[config.mk]
export PLATFORM = sky130hd
export DESIGN_NAME = tss_divider
export DESIGN_NICKNAME = d
export VERILOG_FILES = /design/src/rtl/tss_pkg.sv /design/src/rtl/tss_divider.sv
export SDC_FILE = /design/constraint.sdc
export NUM_CORES = 2
export LEC_CHECK = 0
export ABC_CLOCK_PERIOD_IN_PS = 4330
export BUFFER_PORTS_ARGS = -buffer_cell sky130_fd_sc_hd__buf_2
export CAP_MARGIN = 0
export CELL_PAD_IN_SITES_DETAIL_PLACEMENT = 0
export CELL_PAD_IN_SITES_GLOBAL_PLACEMENT = 1
export CORE_MARGIN = 8
export CORE_UTILIZATION = 53
export CTS_BUF_LIST = sky130_fd_sc_hd__clkbuf_4 sky130_fd_sc_hd__clkbuf_8
export DETAILED_ROUTE_END_ITERATION = 10
export GPL_TIMING_DRIVEN = 0
export PLACE_DENSITY_LB_ADDON = 0.1
export SYNTH_ARGS = -nofsm -noshare
export SYNTH_HDL_FRONTEND = slang
export SYNTH_SLANG_ARGS = --single-unit
[constraint.sdc]
create_clock -name clk -period 4.33 [get_ports clk]
set_input_delay 0.2165 -clock clk [delete_from_list [all_inputs] [get_ports clk]]
set_output_delay 0.2165 -clock clk [all_outputs]
set_load 0.01 [all_outputs]
[src/rtl/tss_pkg.sv]
// ----------------------------------------------------------------------------
// Triangle scanline span package
// Widths, request and result types, and register indexes.
// ----------------------------------------------------------------------------
package tss_pkg;

  localparam int MAX_DIM = 4096;
  localparam int CW      = 16;
  localparam int RW      = 12;
  localparam int DW      = 13;
  localparam int HALF    = 16384;
  localparam int PW      = 30;
  localparam int NW      = 2 * PW;
  localparam int SUBW    = 15;
  localparam int DENW    = PW + SUBW;
  localparam int QW      = 13;
  localparam int OFS     = 1 << (QW - 2);
  localparam int OFSH    = SUBW + QW - 2;
  localparam int FW      = 15;
  localparam int IW      = 2;

  localparam logic [IW-1:0] CFG_IMAGE_WIDTH  = 2'd0;
  localparam logic [IW-1:0] CFG_IMAGE_HEIGHT = 2'd1;

  typedef struct packed {
    logic signed [CW-1:0] vertex_a_x;
    logic signed [CW-1:0] vertex_a_y;
    logic signed [CW-1:0] vertex_b_x;
    logic signed [CW-1:0] vertex_b_y;
    logic signed [CW-1:0] vertex_c_x;
    logic signed [CW-1:0] vertex_c_y;
    logic [RW-1:0]        row;
  } in_t;

  typedef struct packed {
    logic          covered;
    logic [RW-1:0] span_first;
    logic [RW-1:0] span_last;
  } out_t;

  typedef struct packed {
    logic signed [PW-1:0] x;
    logic signed [PW-1:0] y;
  } pt_t;

  typedef struct packed {
    logic signed [PW-1:0] xa;
    logic signed [PW-1:0] dy;
    logic signed [PW-1:0] dx;
    logic signed [PW-1:0] t;
  } edge_t;

endpackage

[src/rtl/tss_divider.sv]
// ----------------------------------------------------------------------------
// Triangle scanline span divider
// Pipelined restoring division, one quotient bit per stage.
// ----------------------------------------------------------------------------
module tss_divider (
  input  logic                     clk,
  input  logic                     en,
  input  logic [tss_pkg::NW-1:0]   num,
  input  logic [tss_pkg::DENW-1:0] den,
  output logic [tss_pkg::QW-1:0]   quot,
  output logic                     exact
);
  import tss_pkg::*;

  logic [NW-1:0]   rem [QW];
  logic [QW-1:0]   qq  [QW];
  logic [DENW-1:0] dd  [QW-1];

  for (genvar s = 0; s < QW; s++) begin : g_st
    localparam int B = QW - 1 - s;
    logic [NW-1:0]   r_in;
    logic [DENW-1:0] d_in;
    logic [QW-1:0]   q_in;
    logic [NW:0]     shifted, diff;

    if (s == 0) begin : g_first
      assign r_in = num;
      assign d_in = den;
      assign q_in = '0;
    end else begin : g_next
      assign r_in = rem[s-1];
      assign d_in = dd[s-1];
      assign q_in = qq[s-1];
    end

    assign shifted = (NW+1)'(d_in) << B;
    assign diff    = {1'b0, r_in} - shifted;

    always_ff @(posedge clk) begin
      if (en) begin
        if (!diff[NW]) begin
          rem[s] <= diff[NW-1:0];
          qq[s]  <= q_in | (QW'(1) << B);
        end else begin
          rem[s] <= r_in;
          qq[s]  <= q_in;
        end
      end
    end

    if (s < QW - 1) begin : g_d
      always_ff @(posedge clk) begin
        if (en) begin
          dd[s] <= d_in;
        end
      end
    end
  end

  assign quot  = qq[QW-1];
  assign exact = (rem[QW-1] == '0);

endmodule

=== After elaboration in Yosys (flattened, before gate mapping) ===
Memory sizes are Yosys's and may differ from the RTL's.
Cells that the tools add are included.
Widths: inputs -> output; s select.

* Register bits after elaboration: 0
* Bits in latches: 0
* RAM bits: 1489
* ROM bits: 0
* Input bits: 107
* Logic and storage cells: 149
* Memories: 3

* Add/subtract/negate cells: 13
* Multipliers: 0
* Divide/modulo/power cells: 0
* $lt $le $gt $ge: 0
* Eq/ne operators: 0
* Shifts and indexed selects: 0
* Muxes and demuxes: 106
* Bitwise logic cells: 26
* Reductions and logical operators: 1

{| class="wikitable"
|+ Memories
! name !! depth !! bits a word !! rd ports !! clocked after Yosys merged registers in !! write ports !! line !! source
|-
| rem || 13 || 60 || 13 || 0 || 13 || tss_divider.sv:15 || <nowiki>logic [NW-1:0] rem [QW];</nowiki>
|-
| dd || 12 || 45 || 12 || 0 || 12 || tss_divider.sv:17 || <nowiki>logic [DENW-1:0] dd [QW-1];</nowiki>
|-
| qq || 13 || 13 || 13 || 0 || 13 || tss_divider.sv:16 || <nowiki>logic [QW-1:0] qq [QW];</nowiki>
|}

{| class="wikitable"
|+ Operators by type and width
! cell !! count
|-
| $mux 60 || 13
|-
| $mux 13 || 13
|-
| $mux 1 || 80
|-
| $sub 60x45->61 || 1
|-
| $sub 60x46->61 || 1
|-
| $sub 60x47->61 || 1
|-
| $sub 60x48->61 || 1
|-
| $sub 60x49->61 || 1
|-
| $sub 60x50->61 || 1
|-
| $sub 60x51->61 || 1
|-
| $sub 60x52->61 || 1
|-
| $sub 60x53->61 || 1
|-
| $sub 60x54->61 || 1
|-
| $sub 60x55->61 || 1
|-
| $sub 60x56->61 || 1
|-
| $sub 60x57->61 || 1
|-
| $logic_not 60->1 || 1
|-
| $or 1x1->1 || 26
|}

=== Logic depth before layout (Yosys ltp) ===
An unclocked memory read counts as a cell.

* Depth in word-level cells: 6
* Mapped depth: 18

=== Least setup slack after synthesis ===
No wires, ideal clock.

* Path kind: reg2reg
* From: mem rem[0][365] in the netlist's numbering
* To: mem rem[0][469] in the netlist's numbering (data pin)
* Library setup time: 0.270 ns
* Arrival: 3.346 ns
* Path slack: 0.714 ns
* Stages on the path, launching flop included: 16
* Path buffers: 0
* Clock period less this slack: 3.616 ns
* Cells stage by stage: edfxtp_1 inv_1 ha_1 inv_1 fa_1 a211oi_1 o21bai_1 o2111ai_1 a32oi_1 a2111oi_0 o21ai_0 and3_1 o21ba_2 a21boi_1 xor2_1 a21oi_1

{| class="wikitable"
|+ RTL lines
! element !! line
|-
| start, declared || tss_divider.sv:15
|}

==> results.rst <==
.. list-table::
   :header-rows: 1

   * - Metric
     - Value
   * - Result of the run
     - finished, violations left
   * - Failing checks
     - negative hold slack
   * - Crit-path max FO
     - 10
   * - Die area
     - 0.175 mm2
   * - Wire length of the first global-routing pass
     - 346 mm
   * - Number of max-capacitance violations reported
     - 0
   * - DRC
     - 0
   * - Final critical-path share of the clock period
     - 98.9%
   * - Peak supply drop
     - 394 uV
   * - Port Buffer Count
     - 120
   * - Syn Inst Count
     - 8,420
   * - Synthesis-stage register bit count
     - 1,411
   * - Xor/xnor share of the synthesized area
     - 6.41%
   * - HPWL after detailed placement
     - 174 mm
   * - GR Overflow Total
     - 0
   * - Clock Root Buffer
     - sky130_fd_sc_hd__clkbuf_8
   * - Top area cells in the synthesized netlist
     - sky130_fd_sc_hd__edfxtp_1 (49%), sky130_fd_sc_hd__ha_1 (8.5%), sky130_fd_sc_hd__a21oi_1 (4.4%)
   * - Part of the Yosys area used for sequential elements
     - 49.4%
   * - Fill count
     - 13,300
   * - Data required time at the worst endpoint
     - 5.03 ns
   * - Main combinational cell family by area after synthesis
     - compound AO/OA/AOI/OAI gates
   * - Final routed wire length divided by cell count
     - 19.6 um
   * - Cell with the most instances after synthesis
     - sky130_fd_sc_hd__edfxtp_1
   * - Post-synth ARST share
     - 0%
   * - Area added between synthesis and finish
     - 13.3%
   * - Setup clock skew after layout
     - 0.0666 ns
   * - Fin area
     - 0.0972 mm2
   * - Routability congestion estimate from global placement
     - 0.947
   * - Starting DRT DRC Count
     - 3,823
   * - Clock sinks
     - 1,411
   * - Final worst path period need
     - 4.28 ns
   * - Pwr per Cell Area
     - 652 mW/mm2
   * - Area share of the leading cell type in the synthesized netlist
     - 49.4%
   * - Post-synth top flop
     - sky130_fd_sc_hd__edfxtp_1
   * - Placeable core region
     - 0.161 mm2
   * - Synth Cell Area
     - 0.0858 mm2
   * - Effective utilization at floorplan
     - 53.4%
   * - List of most frequent post-synthesis cells
     - sky130_fd_sc_hd__edfxtp_1 (1,411), sky130_fd_sc_hd__nand2_1 (821), sky130_fd_sc_hd__a21oi_1 (757), sky130_fd_sc_hd__inv_1 (729), sky130_fd_sc_hd__o21ai_0 (660)
   * - Detail Route Antenna Nets
     - 0
   * - Fmax
     - 234 MHz
   * - Total power
     - 63,300 uW
   * - Compound-Gate Fraction of Synth Area
     - 17.9%
   * - Static power due to leakage
     - 0.0394 uW
   * - Fraction of layout cells with a size suffix above 1
     - 9.02%
   * - Chip height
     - 418 um
   * - Post-Synth Simple-Gate Area
     - 12.1%
   * - Pin count of the biggest net entering global routing
     - 123
   * - CTS tree
     - done
   * - Yosys Warn Count
     - 0
   * - Adder and majority cell fraction of the synthesized area
     - 8.84%
   * - Number of global-route vias before repair
     - 66,800
   * - Aggregate global-route resource usage
     - 24.8%
   * - Mean post-synth cell area
     - 10.2 um2
   * - Number of CTS-inserted buffers
     - 229
   * - Ports placed on the boundary
     - 121
   * - Router iterations before antenna repair
     - 7
   * - Min Hold Slack
     - -0.548 ns
   * - Kind of start point of the critical path
     - flop
   * - Via count
     - 64,100
   * - Min-delay worst type
     - input port to flop
   * - Number of different library cells in the post-synthesis netlist
     - 99
   * - Share of cell area taken by muxes after synthesis
     - 0.702%
   * - Die X
     - 418 um
   * - Final wirelength
     - 223 mm
   * - Endpoint kind of the worst setup timing path
     - flop
   * - Setup Crit Path Kind
     - flop to flop
   * - Hold Buf Count CTS
     - 195
   * - Fin nets
     - 9,710
   * - Row cnt
     - 147
   * - H-Tree Level Count
     - 4
   * - Detailed-route vias per instance
     - 5.65
   * - Clock buffer depth
     - 3
   * - Setup-failing EPs final
     - 0
   * - Post-synthesis cell type with the largest combined area
     - sky130_fd_sc_hd__edfxtp_1
   * - Number of max-slew violations in the final report
     - 0
   * - Worst-case headroom to the max-slew limit
     - 28.7%
   * - Critical path arrival
     - 4.98 ns
   * - Cell Area, Placed
     - 0.0896 mm2
   * - Number of antenna violations at the first check in global routing
     - 3
   * - Slew at the pin with the worst max-slew slack
     - 1.06 ns
   * - Latest clock arrival within the worst-skew pair
     - 1.00 ns
   * - EDFF count, synth
     - 1,411
   * - Final count of hold timing violations
     - 4
   * - Final core area utilization
     - 60.5%
   * - Clock-pin slew of the registers on the worst-case setup and hold paths
     - 0.06 ns
   * - Syn Nets
     - 9,125
[path summary, 6_finish.rpt]
kind | from | to | slack (ns) | cells after the start
setup reg to reg | rem[0][143] | rem[0][189] | 0.05 | 15
setup / recovery | rem[0][143] | rem[0][189] | 0.05 | 15
hold / removal | den[1] | dd[0][1] | -0.55 | 1
hold reg to reg | qq[0][100] | qq[1][9] | 0.40 | 0
[cell type report]
class | count | area (um2) | area share (%)
inverters | 732 | 2750 | 2.83
flip-flops and latches | 1411 | 42400 | 43.6
clock inverters | 127 | 1190 | 1.22
diodes | 3 | 7.51 | 0.00773
well taps | 2160 | 2700 | 2.78
multi-input cells | 5960 | 39900 | 41.1
clock buffers | 285 | 3580 | 3.68
repair buffers | 360 | 3230 | 3.32
plain buffers | 311 | 1400 | 1.44
[placed cells by master (no fill, tap or decap), types with 82 or more instances in the layout]
| cell | n |
|---|---|
| sky130_fd_sc_hd__edfxtp_1 | 1411 |
| sky130_fd_sc_hd__nand2_1 | 820 |
| sky130_fd_sc_hd__a21oi_1 | 750 |
| sky130_fd_sc_hd__inv_1 | 728 |
| sky130_fd_sc_hd__o21ai_0 | 650 |
| sky130_fd_sc_hd__ha_1 | 585 |
| sky130_fd_sc_hd__nor2_1 | 514 |
| sky130_fd_sc_hd__a21o_1 | 384 |
| sky130_fd_sc_hd__xnor2_1 | 346 |
| sky130_fd_sc_hd__xor2_1 | 282 |
| sky130_fd_sc_hd__clkbuf_8 | 230 |
| sky130_fd_sc_hd__clkbuf_1 | 205 |
| sky130_fd_sc_hd__dlygate4sd3_1 | 195 |
| sky130_fd_sc_hd__buf_2 | 161 |
| sky130_fd_sc_hd__nand3_1 | 152 |
| sky130_fd_sc_hd__nand4_1 | 123 |
| sky130_fd_sc_hd__nor3_1 | 115 |
| sky130_fd_sc_hd__o21bai_1 | 96 |
| sky130_fd_sc_hd__nand2b_1 | 94 |
| sky130_fd_sc_hd__o21a_1 | 82 |
[kinds of logic after synthesis]
logic type / after synthesis
buffers and inverters: 1049
DFF: 1411
and+or+nand+nor: 2215
AOI/OAI and AO/OA: 2465
adders and majority gates: 598
xor gates and xnor gates: 628
muxes: 54
[sequential cells by signal, summed over array words and instances, names as in the netlist]
signal,flops
dd,540
rem,780
qq,91
[critical path, stage by stage (launching register included)]
cell and delay [ns]:
sky130_fd_sc_hd__edfxtp_1 0.40, sky130_fd_sc_hd__ha_1 0.30, sky130_fd_sc_hd__clkbuf_2 0.18, sky130_fd_sc_hd__nand3_1 0.19
sky130_fd_sc_hd__nor2_1 0.27, sky130_fd_sc_hd__nand2_1 0.15, sky130_fd_sc_hd__a2111oi_4 0.35, sky130_fd_sc_hd__o21ai_1 0.24
sky130_fd_sc_hd__a2111oi_4 0.32, sky130_fd_sc_hd__buf_4 0.21, sky130_fd_sc_hd__o31a_1 0.24, sky130_fd_sc_hd__a41o_1 0.19
sky130_fd_sc_hd__clkbuf_4 0.26, sky130_fd_sc_hd__buf_6 0.24, sky130_fd_sc_hd__buf_4 0.31, sky130_fd_sc_hd__a21oi_1 0.11
[what timing repair did]
action,4_1_cts,5_1_grt
setup endpoints to repair,604,331
cloned,0,0
buffers inserted,16,11
resized for setup,113,59
endpoints found under the hold margin,245,4
pin swaps,10,14
[layer usage]
metal	GRT usage (%)	routed length (um)
met3	3.01	7210
met2	48.6	119000
met1	23.8	78900
met5	0	0
met4	17.3	17400
[power breakdown]
part / leakage (uW) / switching [uW] / internal [uW]
combinational: 0.0232 / 17200 / 11800
clock: 0.00249 / 5390 / 6650
sequential: 0.0137 / 2090 / 20200
total: 0.0394 / 24700 / 38700
[per-stage QoR]
stage                     setup slack (ns)  std cells  TNS, ns
after global routing               -0.0278      11300  -0.0278
after detailed placement             -1.11      10700  -310.05
after global placement              -10.36      10700        -
final                               0.0496      11300        0
after CTS                          0.00729      11300        0
after floorplan                      0.714       8420        0
Power figures use the tool's default switching activity.
