File: src/rtl/tss_pkg.sv
// ----------------------------------------------------------------------------
// Triangle scanline span package
// Widths, request and result types, and register indexes.
// ----------------------------------------------------------------------------
package tss_pkg;

  localparam int MAX_DIM = 4096;
  localparam int CW      = 16;
  localparam int RW      = 12;
  localparam int DW      = 13;
  localparam int HALF    = 16384;
  localparam int PW      = 30;
  localparam int NW      = 2 * PW;
  localparam int SUBW    = 15;
  localparam int DENW    = PW + SUBW;
  localparam int QW      = 13;
  localparam int OFS     = 1 << (QW - 2);
  localparam int OFSH    = SUBW + QW - 2;
  localparam int FW      = 15;
  localparam int IW      = 2;

  localparam logic [IW-1:0] CFG_IMAGE_WIDTH  = 2'd0;
  localparam logic [IW-1:0] CFG_IMAGE_HEIGHT = 2'd1;

  typedef struct packed {
    logic signed [CW-1:0] vertex_a_x;
    logic signed [CW-1:0] vertex_a_y;
    logic signed [CW-1:0] vertex_b_x;
    logic signed [CW-1:0] vertex_b_y;
    logic signed [CW-1:0] vertex_c_x;
    logic signed [CW-1:0] vertex_c_y;
    logic [RW-1:0]        row;
  } in_t;

  typedef struct packed {
    logic          covered;
    logic [RW-1:0] span_first;
    logic [RW-1:0] span_last;
  } out_t;

  typedef struct packed {
    logic signed [PW-1:0] x;
    logic signed [PW-1:0] y;
  } pt_t;

  typedef struct packed {
    logic signed [PW-1:0] xa;
    logic signed [PW-1:0] dy;
    logic signed [PW-1:0] dx;
    logic signed [PW-1:0] t;
  } edge_t;

endpackage

File: src/rtl/tss_span.sv
// ----------------------------------------------------------------------------
// Triangle scanline span bounds
// Turns both crossings into an inclusive column span clipped to the image.
// ----------------------------------------------------------------------------
module tss_span (
  input  logic                   clk,
  input  logic                   rst,
  input  logic                   en,
  input  logic                   in_valid,
  input  logic                   ok,
  input  logic [tss_pkg::QW-1:0] q_long,
  input  logic                   ex_long,
  input  logic [tss_pkg::QW-1:0] q_short,
  input  logic                   ex_short,
  input  logic [tss_pkg::DW-1:0] width,
  output logic                   valid,
  output tss_pkg::out_t          item
);
  import tss_pkg::*;

  logic                 v1, ok1;
  logic signed [FW-1:0] f1, c1, f2, c2, lo, hi, lo1, hi1, wm1, first, last;
  logic                 cov;

  assign f1 = $signed(FW'(q_long)) - $signed(FW'(OFS));
  assign c1 = f1 + $signed(FW'(!ex_long));
  assign f2 = $signed(FW'(q_short)) - $signed(FW'(OFS));
  assign c2 = f2 + $signed(FW'(!ex_short));
  assign lo = (c1 < c2) ? c1 : c2;
  assign hi = (f1 > f2) ? f1 : f2;

  assign wm1   = $signed(FW'(width)) - $signed(FW'(1));
  assign first = (lo1 < 0) ? '0 : lo1;
  assign last  = (hi1 > wm1) ? wm1 : hi1;
  assign cov   = ok1 && (first <= last);

  always_ff @(posedge clk) begin
    if (rst) begin
      v1    <= 1'b0;
      valid <= 1'b0;
    end else if (en) begin
      v1    <= in_valid;
      valid <= v1;
    end
  end

  always_ff @(posedge clk) begin
    if (en) begin
      ok1             <= ok;
      lo1             <= lo;
      hi1             <= hi;
      item.covered    <= cov;
      item.span_first <= cov ? first[RW-1:0] : '0;
      item.span_last  <= cov ? last[RW-1:0] : '0;
    end
  end

endmodule

File: config.mk
export PLATFORM = sky130hd
export DESIGN_NAME = tss_span
export DESIGN_NICKNAME = d
export VERILOG_FILES = /design/src/rtl/tss_pkg.sv /design/src/rtl/tss_span.sv
export SDC_FILE = /design/constraint.sdc
export NUM_CORES = 1
export LEC_CHECK = 0
export ABC_CLOCK_PERIOD_IN_PS = 7350
export BUFFER_PORTS_ARGS = -buffer_cell sky130_fd_sc_hd__buf_2
export CAP_MARGIN = 20
export CORE_UTILIZATION = 35
export CTS_BUF_LIST = sky130_fd_sc_hd__clkbuf_2 sky130_fd_sc_hd__clkbuf_4 sky130_fd_sc_hd__clkbuf_8
export DETAILED_ROUTE_END_ITERATION = 8
export GPL_TIMING_DRIVEN = 0
export SLEW_MARGIN = 20
export SYNTH_ARGS = -nofsm -noshare
export SYNTH_HDL_FRONTEND = slang
export SYNTH_SLANG_ARGS = --single-unit
File: constraint.sdc
create_clock -name clk -period 7.35 [get_ports clk]
set_clock_uncertainty 0.1 [all_clocks]
set_input_delay 1.47 -clock clk [delete_from_list [all_inputs] [get_ports clk]]
set_output_delay 1.47 -clock clk [all_outputs]
set_load 0.1 [all_outputs]
# Word level (Yosys, flattened, before mapping)
# Cells that the tools add are included.
[op_classes]
n_mux = 4
order_cmp = 5
addsub = 5
n_reduce_logical = 3
[op_table]
columns = ["cell", "n"]
rows = [
  ["$mux W15", 4],
  ["$add A14 B2 Y15", 2],
  ["$sub A13 B12 Y14 const B", 2],
  ["$gt A15 B14 Y1", 1],
  ["$le A15 B15 Y1", 1],
  ["$lt A15 B1 Y1 const B", 1],
  ["$lt A15 B15 Y1", 1],
  ["$gt A14 B14 Y1", 1],
  ["$sub A13 B1 Y14 const B", 1],
  ["$logic_not A1 Y1", 2],
  ["$logic_and A1 B1 Y1", 1],
]
[word_totals]
word_cells = 25
input_bits = 46
regBits = 58
out_inout_bits = 26

# Logic depth before layout (Yosys ltp)
# Gate-level depths: netlist (run 1).
[logic_depth]
word_depth = 5
depth_mapped = 23
mapped_depth_nobuf = 21

# Worst setup path after synthesis (run 1)
# Ideal clock, no wire load.
[synth_path]
path_kind = "input port to flip-flop"
from = "input port width[0] (netlist bit)"
to = "register item[3] (netlist bit) (data pin)"
stages = 22
path_buffers = 3
path_slack_ns = 1.386
arrival_time_ns = 5.598
required_ns = 6.985
setup_ns = 0.265
path_cell_list = "or4_1 nor2_1 nand4_1 xor2_1 ha_1 o2111ai_1 nor3_2 o2111ai_1 o21ai_0 nor2_2 buf_2 a21o_1 ha_1 nor2b_1 o21a_1 o21ai_0 a21oi_1 o22a_1 o21ba_1 buf_6 buf_6 nor3_2"
[synth_via]
elab_chain_cells = 5
[synth_lines]
columns = ["element", "line_no", "text"]
rows = [
  ["from (decl)", "tss_span.sv:15", "input logic [tss_pkg::DW-1:0] width,"],
  ["$sub A13 B1 Y14 *", "tss_span.sv:32", "assign wm1 = $signed(FW'(width)) - $signed(FW'(1));"],
  ["$gt A15 B14 Y1", "tss_span.sv:34", "assign last = (hi1 > wm1) ? wm1 : hi1;"],
  ["$mux W15 *", "tss_span.sv:34", ""],
  ["$le A15 B15 Y1", "tss_span.sv:35", "assign cov = ok1 && (first <= last);"],
  ["$logic_and A1 B1 Y1", "tss_span.sv:35", ""],
  ["to (decl)", "tss_span.sv:17", "output tss_pkg::out_t item"],
]
# Mark *: on every way between the ends. The rest lies on a longest branch, timed or not.
# A chain may end at the register's enable or synchronous reset.

# Worst setup path in the final report (run 1)
[layout_path]
from = "input port width[0] (netlist bit)"
to = "register item[4] (netlist bit) (data pin)"
# The elaborated chain is that of the path after synthesis.

==> impl_results.md, run 1 <==
- Die area: approximately 15000 um2
- RePlAce Congestion: 0.900
- Met3 wire length: 593 um
- Clock root cell: clkbuf_8
- CTS tree: done
- Count of final max-slew check failures: 0
- Initial antenna violation count: 0
- Slew headroom: 42.3%
- Max FO, Critical Path: 10
- Sink Count: 57
- N_diodes: 0
- Die Y: 124 um
- Global Route Usage Sum: 17.1%
- Area share of the largest cell type after synthesis: 31.6%
- Ranking of synthesized cells by area: edfxtp_1 32%, ha_1 15%, xnor2_1 4.7%, inv_1 3.1%, mux2i_1 3.1%
- Area leader, netlist: edfxtp_1
- CTS resizes: 0
- WL per Instance: 16.5 um
- Syn Nets: 632
- Final std cells w/o fill: 791
- Setup Fix Bufs, Post-CTS: 0
- Yosys warns: 0
- Final period util: 90.0%
- Chip Width: 124 um
- Share of layout cells above drive strength 1: 23.2%
- Ys flop type: edfxtp_1
- Minimum clock period: ~6.6 ns
- Initial Util: between 30% and 40%
- Setup TNS: 0 ns
- VDD IR max: 0.0966 mV
- RSZ-0062 raised after global routing: no
- Critical path capture point type: register
- First-pass GRT wire length: 20900 um
- Worst hold path type: register to register
- Num rows: 44
- Hold Vio Cnt, Final: 0
- # fillers: 1468
- Worst path slowest cell: or4_1
- Async SR Flop Fraction: 0%
- Largest net degree at the start of global routing: 37
- Met1 WL: 6060 um
- Final setup violation count: 0
- Post-Syn Area: about 5200 um2
- Worst Tran Pin Value: around 0.86 ns
- 1st-pass router iterations: 5
- Design Power: 0.00121 W
- # IOs: 72
- Antenna viol nets, final: 0
- Core ar.: 14500 um2
- Max Buffers Root-to-Sink: 2
- Multi-input gate area in the final layout: between 3000 and 4000 um2
- Crit path arrival time: 6.58 ns
- Met2 routed WL: 6220 um
- CTS clk-pin slew, worst paths: 0.07 ns
- Routed vias/inst: 5.37
- Register Area: 1690 um2
- Worst EP required: 7.32 ns
- Residual DRC count: 0
- Vias: 4250
- #FFs+latches synth: 57
- Mapped Avg Cell Area: 10.0 um2
- Post-layout util: 41.3%
- Sequential area share after synthesis: 32.4%
- Quantity of hold-fixing buffers added after cts: 0
- Startpoint types: input pin
- Synth cell types: 65
- Leading cell types in the layout, fill and taps excluded: 72 x buf_2, 63 x ha_1, 55 x edfxtp_1, 43 x inv_1, 28 x xnor2_1
- PwrDens: 202 nW/um2
- Most common cell after layout, fill and taps aside: buf_2
- Detailed placer's ending HPWL: ~11000 um
- Post-synth EDFFs: 55
- Crit-path cells: buf_2 -> or4_1 -> nor2_1 -> nand4_1 -> xor2_1 -> ha_1 -> o2111ai_1 -> nor3_2 -> o2111ai_1 -> o211a_4 -> nor2_2 -> buf_2 -> o21ai_0 -> ha_1 -> nand4_1 -> nor2_1 -> o21ai_0 -> a21oi_1 -> o22a_1 -> nand2_1 -> o31ai_4 -> buf_6 -> nor3_2
- H-Tree Depth: 3
- DR iter-0 viols: 285
- Final worst setup slack: 0.735 ns
- Static Leak: 2.57 nW
- Worst Path Buf+Inv: 3
- Layout area overhead: 14.7%
- Overall routed net length: 13100 um
- CP top delay family: simple AND/OR/NAND/NOR gates
- Nets: between 700 and 800
- Mapped Cells: 523
- Pre-CTS setup slack: 0.403 ns
- Worst-Skew Late Latency: 0.34 ns
- Outcome: complete, no violations
- Total congestion overflow: 0
- Port Buffers: 68
- Fmax: 151 MHz
- Vias in the first global route: between 4k and 5k
- Placed Instances: between 700 and 800
- Highest Signal Layer: met4
- Num CTS Buffers: 9
- Number of max-cap violations: 0
- Setup CP Type: input pin to register
- Worst path max stage delay: 0.59 ns
[where the power goes]
group | total, W | internal (W) | switching (W)
logic | 0.000516 | 0.000177 | 0.000339
registers | 0.000426 | 0.000410 | 0.0000165
clock network | 0.000267 | 0.000154 | 0.000113
total | 0.00121 | 0.000741 | 0.000469
[sequential cells by signal, indices dropped and copies added (netlist names)]
name,cells
hi1,14
item,25
lo1,15
ok1,1
v1,1
valid,1
[per-stage QoR]
| step | hold slack [ns] | instance area (um2) |
|---|---|---|
| CTS | 0.413 | 6000 |
| detailed placement | 0.397 | 5820 |
| global route | 0.448 | 6000 |
| global placement | 0.373 | 5800 |
| floorplan | 0.360 | 5230 |
| finish | 0.405 | 6000 |
[cells by family (layout without fill, tap and decap cells)]
family / Yosys count / count (layout) / synth area share [%]
adders and majority gates: 63 / 63 / 15.1
AOI/OAI and AO/OA: 109 / 109 / 15.0
buffers and inverters: 62 / 146 / 5.48
muxes: 29 / 29 / 5.86
xor gates and xnor gates: 33 / 33 / 5.53
and+or+nand+nor: 170 / 170 / 20.7
DFF: 57 / 57 / 32.4
[worst paths after layout]
path,start,to,slack [ns],cells past startpoint
worst max register to register,hi1[11],item[4],2.81,18
worst min register to register,valid,valid,0.40,2
worst max-delay path,width[0],item[4],0.74,23
worst min-delay path,valid,valid,0.40,2
[cell usage after synthesis (2+ instances only)]
library cell	number
dfxtp_1	2
a22o_1	3
nand2b_1	6
nand4_1	11
o21bai_1	2
edfxtp_1	55
nor4_1	6
or2_2	2
clkbuf_1	8
o31ai_1	2
ha_1	63
buf_2	4
nor3b_1	7
buf_6	5
and4_1	4
nor3_1	5
nand2_1	21
a41o_1	3
o21a_1	10
o22ai_1	3
o2111ai_1	3
nand3_1	26
inv_1	43
mux2_2	13
or3_1	5
nor3_2	14
xnor2_1	28
and3_1	4
a21o_1	12
o31a_1	2
a31o_2	2
a21oi_1	27
nor3b_2	7
nor2_1	22
mux2i_1	16
xor2_1	5
o21ai_0	17
nor2b_1	20
a221oi_1	8
o211ai_1	2
[layout make-up]
| class | count | area share, % |
|---|---|---|
| clock inverter | 5 | 0.793 |
| multi-input combinational | 404 | 54.2 |
| sequential | 57 | 28.2 |
| clock buffer | 10 | 2.19 |
| timing repair buffer | 69 | 6.01 |
| inverter | 44 | 2.75 |
| buffer | 18 | 2.02 |
| tap | 184 | 3.84 |
[metal layers]
layer	up-vias	GRT usage, %
met5	-	0
met1	2012	22.0
met4	0	4.68
met2	110	28.9
met3	16	3.41
li1	2112	-
[tightest hold or removal path: cells and delay by family, from the launching register on]
| family | cells | cell delay, ns |
|---|---|---|
| mux | 1 | 0.06 |
| flops | 1 | 0.33 |
| simple gates | 1 | 0.08 |
Note: power is estimated with default switching activity, not from simulation.
==> run 2: changes to the inputs <==
ABC_AREA = 1   (was not set)
==> impl_results.md, run 2 <==
- Outcome: complete, no violations (unchanged)
- Global Route Usage Sum: 15.9% (was 17.1%)
- Most common cell after layout, fill and taps aside: nand2_1 (was buf_2)
- Biggest register: item (unchanged)
- # fillers: 1330 (was 1468)
- Total congestion overflow: 0 (unchanged)
- Number of max-cap violations: 0 (unchanged)
- Post-Syn Area: 4720 um2 (was 5230 um2)
- HP Start: valid (unchanged)
- Setup CP Type: input pin to register (unchanged)
- Crit path arrival time: 5.87 ns (was 6.58 ns)
- Setup TNS: 0 ns (unchanged)
- Sink Count: 57 (unchanged)
- Clock root cell: clkbuf_8 (unchanged)
- 1st-pass router iterations: 5 (unchanged)
- Mapped Avg Cell Area: 8.27 um2 (was 10.0 um2)
- WL per Instance: 12.7 um (was 16.5 um)
- CTS resizes: 0 (unchanged)
- Slack of the worst reg-to-reg path: 3.18 ns (was 2.81 ns)
- Hold Path End: valid (unchanged)
- Worst Path Buf+Inv: 6 (was 3)
- CTS tree: done (unchanged)
- H-Tree Depth: 3 (unchanged)
- Most frequent cell after synthesis: nand2_1 (was ha_1)
- RePlAce Congestion: 0.890 (was 0.900)
- Largest net degree at the start of global routing: 59 (was 37)
- Syn Nets: 680 (was 632)
- Startpoint types: input pin (unchanged)
- Ranking of synthesized cells by area: edfxtp_1 35%, ha_1 17%, nand2_1 8.0%, inv_1 6.4%, xor2_1 5.4% (was edfxtp_1 32%, ha_1 15%, xnor2_1 4.7%, inv_1 3.1%, mux2i_1 3.1%)
- Most frequent cells after synthesis: 101 x nand2_1, 81 x inv_1, 63 x ha_1 (was 63 x ha_1, 55 x edfxtp_1, 43 x inv_1)
- Nets: 762 (was 712)
- Max FO, Critical Path: 10 (unchanged)
- Worst-Skew Late Latency: 0.34 ns (about the same)
- Biggest regs: item x25, lo1 x15, hi1 x14 (unchanged)
- DP Area: 5300 um2 (was 5820 um2)
- Design Power: 0.00129 W (was 0.00121 W)
- Hold slack: 0.360 ns (was 0.405 ns)
- First-pass GRT wire length: 17400 um (was 20900 um)
- Slew headroom: 55.1% (was 42.3%)
- Post-route cell area: 5510 um2 (was 6000 um2)
- Critical path depth: 31 (was 23)
- Final period util: 80.2% (was 90.0%)
- R2R cell count: 25 (was 18)
- Setup Fix Bufs, Post-CTS: 0 (unchanged)
- Ys flop type: edfxtp_1 (unchanged)
- Overall routed net length: 10600 um (was 13100 um)
- Die area: 14000 um2 (was 15400 um2)
- Sequential area share after synthesis: 35.8% (was 32.4%)
- Port Buffers: 71 (was 68)
- Area share of the largest cell type after synthesis: 35.0% (was 31.6%)
- Critical path capture point type: register (unchanged)
- Fmax: 170 MHz (was 151 MHz)
- Worst Tran Pin Value: 0.674 ns (was 0.863 ns)
- Worst hold path type: register to register (unchanged)
- Antenna viol nets, final: 0 (unchanged)
- Initial Util: 35.8% (was 36.0%)
- #FFs+latches synth: 57 (unchanged)
- Initial antenna violation count: 0 (unchanged)
- PwrDens: 234 nW/um2 (was 202 nW/um2)
- Share of layout cells above drive strength 1: 19.5% (was 23.2%)
- Final setup violation count: 0 (unchanged)
- Critical R2R Capture: item[5] (was item[4])
- VDD IR max: 0.100 mV (was 0.0966 mV)
- Vias: 3964 (was 4250)
- Chip Width: 118 um (was 124 um)
- Async SR Flop Fraction: 0% (unchanged)
- Yosys warns: 0 (unchanged)
- Post-layout util: 41.8% (was 41.3%)
- Leading cell types in the layout, fill and taps excluded: 101 x nand2_1, 81 x inv_1, 71 x buf_2, 63 x ha_1, 57 x nor2_1 (was 72 x buf_2, 63 x ha_1, 55 x edfxtp_1, 43 x inv_1, 28 x xnor2_1)
- Most frequent CP cell: nand2_1
- Num CTS Buffers: 9 (unchanged)
- Quantity of hold-fixing buffers added after cts: 0 (unchanged)
- Multi-input gate area in the final layout: 2660 um2 (was 3250 um2)
- # IOs: 72 (unchanged)
- Static Leak: 2.69 nW (was 2.57 nW)
- Max FFs per register: 25 (unchanged)
- Layout area overhead: 16.7% (was 14.7%)
- Worst EP required: 7.32 ns (about the same)
- Mapped Cells: 571 (was 523)
- CTS clk-pin slew, worst paths: 0.06 ns (was 0.07 ns)
- Synth cell types: 31 (was 65)
- RR Startpoint: hi1[2] (was hi1[11])
- Register Area: 1690 um2 (unchanged)
- Vias in the first global route: 3928 (was 4162)
- Area leader, netlist: edfxtp_1 (unchanged)
- Die Y: 118 um (was 124 um)
- Hold depth: 2 (unchanged)
- Detailed placer's ending HPWL: 9170 um (was 10700 um)
- Post-synth EDFFs: 55 (unchanged)
- N_diodes: 0 (unchanged)
- Num rows: 42 (was 44)
- Worst path max stage delay: 0.34 ns (was 0.59 ns)
- Count of final max-slew check failures: 0 (unchanged)
- RSZ-0062 raised after global routing: no (unchanged)
- CP top delay family: simple AND/OR/NAND/NOR gates (unchanged)
- Residual DRC count: 0 (unchanged)
- Routed vias/inst: 4.75 (was 5.37)
- Max Buffers Root-to-Sink: 2 (unchanged)
- Hold Vio Cnt, Final: 0 (unchanged)
- Worst path slowest cell: ha_1 (was or4_1)
- Core ar.: 13200 um2 (was 14500 um2)
- Minimum clock period: 5.90 ns (was 6.61 ns)
- DR iter-0 viols: 135 (was 285)
==> run 2: changes by cell type after synthesis, moves of 13 or more <==
cell	change
mux2_2	-13
nor2b_1	-20
inv_1	+38
nor3_2	-14
nor2_1	+35
xor2_1	+24
a21oi_1	+18
mux2i_1	-16
xnor2_1	-25
nand2_1	+80
nor2_2	+17
==> run 2: cells by family after synthesis <==
logic type | count (synthesis) | share of synthesized area (%)
and+or+nand+nor | 242 | 23.4
buffers and inverters | 91 | 7.89
AOI/OAI and AO/OA | 86 | 10.3
adders and majority gates | 63 | 16.7
DFF | 57 | 35.8
xor gates and xnor gates | 32 | 5.93
==> run 2: layout make-up <==
class / count / area share, %
multi-input cells: 423 / 48.3
well taps: 176 / 4.00
flip-flops and latches: 57 / 30.7
plain buffers: 9 / 1.18
clock inverters: 7 / 1.54
clock buffers: 9 / 2.25
inverters: 82 / 5.59
repair buffers: 71 / 6.49
==> run 2: worst max path at each step <==
stage / start / endpoint / slack, ns
2_1_floorplan: width[1] / item[24] / 1.96
3_3_place_gp: width[0] / item[4] / 1.15
3_5_place_dp: width[0] / item[4] / 1.09
4_1_cts: width[0] / item[5] / 1.44
5_1_grt: width[2] / item[24] / 0.97
6_report: width[0] / item[5] / 1.45
==> run 2: routing by layer <==
metal	GRT usage (%)	vias up	share of wire, %
li1	-	2089	-
met1	19.1	1756	47
met2	27.8	97	47
met3	2.46	22	4.2
met4	7.29	0	2.7
met5	0	-	0
==> run 2: power breakdown <==
| part | switching [W] | internal (W) |
|---|---|---|
| Clock | 0.000114 | 0.000187 |
| Combinational | 0.000395 | 0.000155 |
| Sequential | 0.0000192 | 0.000420 |
| Total | 0.000528 | 0.000762 |
==> run 2: tightest hold or removal path: cells and delay by family (launching register included) <==
family	cells	cell delay (ns)
AOI/OAI and AO/OA	1	0.05
and+or+nand+nor	1	0.06
DFF	1	0.31
==> run 2: metrics by stage <==
| step | setup WS (ns) | std cells |
|---|---|---|
| floorplan | 1.96 | 571 |
| global placement | 1.15 | 818 |
| detailed placement | 1.09 | 818 |
| CTS | 1.44 | 834 |
| global route | 0.971 | 834 |
| finish | 1.45 | 834 |
